===== config.mk =====
export PLATFORM = sky130hd
export DESIGN_NAME = svg_div_cell
export DESIGN_NICKNAME = d
export VERILOG_FILES = /design/src/rtl/svg_pkg.sv /design/src/rtl/svg_div_cell.sv
export SDC_FILE = /design/constraint.sdc
export NUM_CORES = 1
export LEC_CHECK = 0
export ABC_AREA = 1
export BUFFER_PORTS_ARGS = -buffer_cell sky130_fd_sc_hd__buf_4
export CORE_MARGIN = 2
export CORE_UTILIZATION = 51
export CTS_CLUSTER_DIAMETER = 120
export DETAILED_ROUTE_END_ITERATION = 10
export GPL_ROUTABILITY_DRIVEN = 1
export PLACE_DENSITY = 0.84
export SLEW_MARGIN = 10
export SYNTH_ARGS = -nofsm -noshare
export SYNTH_HDL_FRONTEND = slang
export SYNTH_SLANG_ARGS = --single-unit

===== constraint.sdc =====
create_clock -name clk -period 11.85 [get_ports clk]
set_input_delay 1.185 -clock clk [delete_from_list [all_inputs] [get_ports clk]]
set_output_delay 1.185 -clock clk [all_outputs]
set_load 0.01 [all_outputs]

===== src/rtl/svg_pkg.sv =====
// Shared types, constants and arithmetic helpers of the sphere vertex generator.
// No dependencies; every other file of the block imports this package.
`timescale 1ns / 1ps

package svg_pkg;

  localparam int unsigned GRID_MAX     = 1024;
  localparam int unsigned IDX_W        = 11;
  localparam int unsigned RAD_W        = 24;
  localparam int unsigned TEX_W        = 17;
  localparam int unsigned DIV_STEPS    = 17;
  localparam int unsigned CORDIC_STEPS = 16;
  localparam int unsigned XY_W         = 33;
  localparam int unsigned Z_W          = 26;
  localparam int unsigned TRIG_W       = 18;
  localparam int unsigned NRM_W        = 16;
  localparam int unsigned POS_W        = 24;
  localparam int unsigned WIDE_W       = 44;
  localparam int unsigned CFG_IDX_W    = 2;

  localparam logic signed [XY_W-1:0] CORDIC_START = 33'sd652032874;

  localparam logic [CFG_IDX_W-1:0] CFG_RADIUS = 2'd0;
  localparam logic [CFG_IDX_W-1:0] CFG_ROWS   = 2'd1;
  localparam logic [CFG_IDX_W-1:0] CFG_COLS   = 2'd2;

  // One lane of the restoring divider: partial remainder, dividend bits
  // still to be brought down, and the quotient built so far.
  typedef struct packed {
    logic [IDX_W-1:0]     rem;
    logic [DIV_STEPS-1:0] num;
    logic [TEX_W-1:0]     quo;
  } div_lane_t;

  typedef struct packed {
    div_lane_t u;
    div_lane_t v;
  } div_word_t;

  typedef struct packed {
    logic signed [XY_W-1:0] x;
    logic signed [XY_W-1:0] y;
    logic signed [Z_W-1:0]  z;
    logic                   flip;
  } cordic_lane_t;

  typedef struct packed {
    cordic_lane_t     phi;
    cordic_lane_t     th;
    logic [TEX_W-1:0] u;
    logic [TEX_W-1:0] v;
  } cordic_word_t;

  // Arctangent of 2^-i in Q0.24 turns.
  function automatic logic signed [Z_W-1:0] atan_turns(input int unsigned step);
    logic signed [Z_W-1:0] a;
    case (step)
      0:  a = 26'sd2097152;
      1:  a = 26'sd1238021;
      2:  a = 26'sd654136;
      3:  a = 26'sd332050;
      4:  a = 26'sd166669;
      5:  a = 26'sd83416;
      6:  a = 26'sd41718;
      7:  a = 26'sd20860;
      8:  a = 26'sd10430;
      9:  a = 26'sd5215;
      10: a = 26'sd2608;
      11: a = 26'sd1304;
      12: a = 26'sd652;
      13: a = 26'sd326;
      14: a = 26'sd163;
      15: a = 26'sd81;
      default: a = '0;
    endcase
    return a;
  endfunction

  // A divisions register of zero acts as one; above the limit it clips.
  function automatic logic [IDX_W-1:0] eff_div(input logic [IDX_W-1:0] r);
    logic [IDX_W-1:0] d;
    if (r == '0) d = IDX_W'(1);
    else if (r > IDX_W'(GRID_MAX)) d = IDX_W'(GRID_MAX);
    else d = r;
    return d;
  endfunction

  function automatic logic signed [NRM_W-1:0] sat16(input logic signed [WIDE_W-1:0] a);
    logic signed [NRM_W-1:0] r;
    if (a > WIDE_W'(signed'(32767))) r = 16'sd32767;
    else if (a < -WIDE_W'(signed'(32768))) r = -16'sd32768;
    else r = a[NRM_W-1:0];
    return r;
  endfunction

  function automatic logic signed [POS_W-1:0] sat24(input logic signed [WIDE_W-1:0] a);
    logic signed [POS_W-1:0] r;
    if (a > WIDE_W'(signed'(8388607))) r = 24'sd8388607;
    else if (a < -WIDE_W'(signed'(8388608))) r = -24'sd8388608;
    else r = a[POS_W-1:0];
    return r;
  endfunction

endpackage


===== src/rtl/svg_div_cell.sv =====
// One cell of the pipelined restoring divider: one quotient bit for u and v.
// Depends on svg_pkg.
`timescale 1ns / 1ps

module svg_div_cell import svg_pkg::*; (
  input  logic             clk,
  input  logic             rst_n,
  input  logic             up_valid,
  output logic             up_ready,
  input  div_word_t        up_data,
  input  logic [IDX_W-1:0] div_u,
  input  logic [IDX_W-1:0] div_v,
  output logic             dn_valid,
  input  logic             dn_ready,
  output div_word_t        dn_data
);

  logic      valid_r;
  div_word_t data_r;
  div_word_t data_nxt;

  function automatic div_lane_t div_step(input div_lane_t a, input logic [IDX_W-1:0] d);
    div_lane_t      r;
    logic [IDX_W:0] rem2;
    logic [IDX_W:0] diff;
    logic           ge;
    rem2   = {a.rem, a.num[DIV_STEPS-1]};
    diff   = rem2 - {1'b0, d};
    ge     = (rem2 >= {1'b0, d});
    r.rem  = ge ? diff[IDX_W-1:0] : rem2[IDX_W-1:0];
    r.num  = {a.num[DIV_STEPS-2:0], 1'b0};
    r.quo  = {a.quo[TEX_W-2:0], ge};
    return r;
  endfunction

  assign up_ready = !valid_r || dn_ready;
  assign dn_valid = valid_r;
  assign dn_data  = data_r;

  always_comb begin
    data_nxt.u = div_step(up_data.u, div_u);
    data_nxt.v = div_step(up_data.v, div_v);
  end

  always_ff @(posedge clk) begin
    if (!rst_n) begin
      valid_r <= 1'b0;
    end else if (up_ready) begin
      valid_r <= up_valid;
    end
    if (up_ready && up_valid) begin
      data_r <= data_nxt;
    end
  end

endmodule


==> impl_metrics.csv <==
group,metric,value,unit
die,initial_core_util,52.8,%
sta,slew_viol_final,0,
power_and_ir_drop,leakagePower,3.13,nW
die,die_h,99.3,um
logic_synthesis,seq_area_frac_synth,57.5,%
global_routing,grt-ovfl-total,0,
sta,finClkSkew,0.0122,ns
placement,place_worst_setup_slack,8.80,ns
clock_network,cts_tree,"yes",
clock_network,path_clk_slew,0.09,ns
setup_path,slowest_stage,"buf_4",
drt,route.met2.wl,6450,um
logic_synthesis,yosys_warnings,0,
setup_path,path_buf_inv,3,
setup_path,arrival,1.62,ns
hold_path,hp-class,"reg -> reg",
sta,final.min_clock_period,2.80,ns
die,core,8760,um^2
logic_synthesis,synth_cell_types,34,
logic_synthesis,synth_compound_area_share,2.87,%
drt,wl_met1,4540,um
global_routing,grt_pass1_vias,3734,
logic_synthesis,syn_inst,427,
clock_network,ctsResizeCount,0,
die,dieWidth,99.3,um
sta,finalSetupViolCount,0,
setup_path,path_class,"in -> out",
drt,top_layer_used,"met4",
drt,final_antenna_net_count,0,
setup_path,cp_data_required_time,10.67,ns
power_and_ir_drop,ir_worst_vdd,0.0000573,V
logic_synthesis,synth_xor_area_share,1.14,%
logic_synthesis,synth-simple-area-share,24.0,%
clock_network,clock_sinks,89,
drt,drc,0,
drt,drt-initial-drc-count,174,
clock_network,cts-buffers-inserted,9,
clock_network,clockRootBuffer,"clkbuf_8",
die,rows,34,
die,ios,208,
logic_synthesis,synth_top_family_by_area,"simple AND/OR/NAND/NOR gates",
logic_synthesis,syn_area,4630,um^2
sta,tightest_slew,1.13,ns
setup_path,crit_chain,"buf_4 > inv_1 > nand2_1 > buf_4",
drt,wire_per_inst,16.0,um
setup_path,cp_common_cell,"buf_4",
drt,route.met3.wl,827,um
die,die_area,9850,um^2
sta,worst_slack,9.05,ns
global_routing,grt_max_degree,89,
clock_network,clk_latency,0.35,ns
logic_synthesis,synth-adder-area-share,6.81,%
cells_and_area,most-common-layout-cells,"204 x buf_4, 110 x nand2_1, 88 x edfxtp_1, 72 x inv_1, 22 x ha_1",
clock_network,cts_setup_buffers,0,
cells_and_area,nNetsFinal,777,
setup_path,crit_family,"buffers and inverters",
global_routing,grtUsageTotal,23.7,%
placement,dp_hpwl,9330,um
cells_and_area,insertedDiodeCount,0,
global_routing,grt_pass1_wl,18200,um
placement,gp_congestion,0.871,
clock_network,htree_levels,3,
cells_and_area,final_common_cell,"buf_4",
sta,slew_headroom,24.8,%
setup_path,crit_path_start_kind,"input port",
sta,final.setup.tns,0,ns
logic_synthesis,synthMuxAreaShare,0,%
clock_network,postCtsHoldBufs,0,
setup_path,cp_slowest_stage_delay,0.15,ns
status,status,"complete, no violations",
global_routing,antenna_found_initial,0,
setup_path,worstSetupEndpointType,"output port",
sta,grt_setup_unrepaired,"false",
drt,wirelength,12000,um
drt,drt_pass1_iterations,4,
clock_network,cts_max_path_buffers,2,
power_and_ir_drop,power_density,122,nW/um^2
cells_and_area,post_route_cells_drive_above_1_share,42.2,%
run,drv_cap,0,
logic_synthesis,synth-seq-cells,89,
cells_and_area,area_growth,39.6,%
sta,finalHoldViolCount,0,
logic_synthesis,avgSynthCellArea,10.8,um^2
setup_path,path_max_fanout,2,
sta,finalCritPeriodShare,23.7,%
drt,vias,3753,
placement,numPortBuffers,203,
sta,max_freq,357,MHz
drt,via_per_inst,5.00,
[cells by family (layout without fill, tap and decap cells)]
family                     Yosys count  in the layout
and+or+nand+nor                    205            205
other                                1              2
AOI/OAI and AO/OA                   20             20
xor gates and xnor gates             6              6
adders and majority gates           24             24
buffers and inverters               82            296
DFF                                 89             89
[power breakdown]
part,total [W],internal [W],switching (W)
Sequential,0.000382,0.000376,0.00000667
Combinational,0.000179,0.0000837,0.0000958
Clock,0.000229,0.000104,0.000125
Total,0.000791,0.000564,0.000227
[worst paths after layout]
check	startpoint	endpoint	cells after the start	slack [ns]
setup / recovery	dn_ready	up_ready	4	9.05
hold / removal	dn_valid	dn_valid	2	0.57
hold reg to reg	dn_valid	dn_valid	2	0.57
setup reg to reg	dn_valid	dn_data[18]	2	10.06
[cell usage after synthesis]
| master | count | area (um^2) |
|---|---|---|
| nand2_1 | 110 | 413 |
| edfxtp_1 | 88 | 2640 |
| inv_1 | 72 | 270 |
| ha_1 | 22 | 275 |
| nand4_1 | 18 | 113 |
| nand3_1 | 14 | 70.1 |
| nand3_2 | 14 | 140 |
| nor2_1 | 14 | 52.6 |
| nand2_2 | 9 | 56.3 |
| nand3b_1 | 8 | 60.1 |
| a21oi_1 | 7 | 35.0 |
| nor2_4 | 6 | 67.6 |
| o21ai_2 | 6 | 52.6 |
| o21ai_0 | 4 | 20.0 |
| xor2_1 | 4 | 35.0 |
| inv_2 | 3 | 11.3 |
| a21oi_2 | 2 | 17.5 |
| buf_12 | 2 | 40.0 |
| buf_2 | 2 | 10.0 |
| buf_4 | 2 | 15.0 |
| fa_1 | 2 | 40.0 |
| nand2_4 | 2 | 22.5 |
| nand3_4 | 2 | 35.0 |
| nand4_4 | 2 | 42.5 |
| nor2_2 | 2 | 12.5 |
| xnor2_1 | 2 | 17.5 |
| a21boi_0 | 1 | 7.51 |
| and2_0 | 1 | 6.26 |
| and2_1 | 1 | 6.26 |
| clkinv_2 | 1 | 5.00 |
| conb_1 | 1 | 3.75 |
| dfxtp_1 | 1 | 20.0 |
| or2_1 | 1 | 6.26 |
| or2_2 | 1 | 6.26 |
[worst reg2reg max path, delay by kind of cell, from the launching register on]
family | cells | cell delay [ns]
flops | 1 | 0.36
compound gates | 1 | 0.15
buf+inv | 1 | 0.88
[stage by stage]
stage	std cells	cell area [um^2]	utilization (%)	hold slack, ns	total power (W)
floorplan	428	4630	-	0.595	0.000491
global placement	734	6240	71.3	0.536	0.000562
detailed placement	734	6240	71.3	0.556	0.000569
CTS	750	6460	73.7	0.570	0.000795
global route	750	6460	73.7	0.600	0.000825
finish	750	6460	73.7	0.568	0.000791
[area by class of cell]
class	instances	area (um^2)
Sequential cell	89	2660
Fill cell	628	2300
Multi-Input combinational cell	257	1630
Timing Repair Buffer	204	1530
Inverter	76	287
Tap cell	108	135
Clock buffer	9	124
Clock inverter	7	92.6
[state kept, by name, summed over array words and instances, names as in the netlist]
register	cells
dn_valid	1
dn_data	88
[metal layers]
| metal | vias up | track usage, % |
|---|---|---|
| met5 | - | 0 |
| li1 | 1841 | - |
| met1 | 1742 | 27.4 |
| met4 | 0 | 6.64 |
| met2 | 158 | 44.0 |
| met3 | 12 | 5.06 |
(Power assumes the default switching activity.)
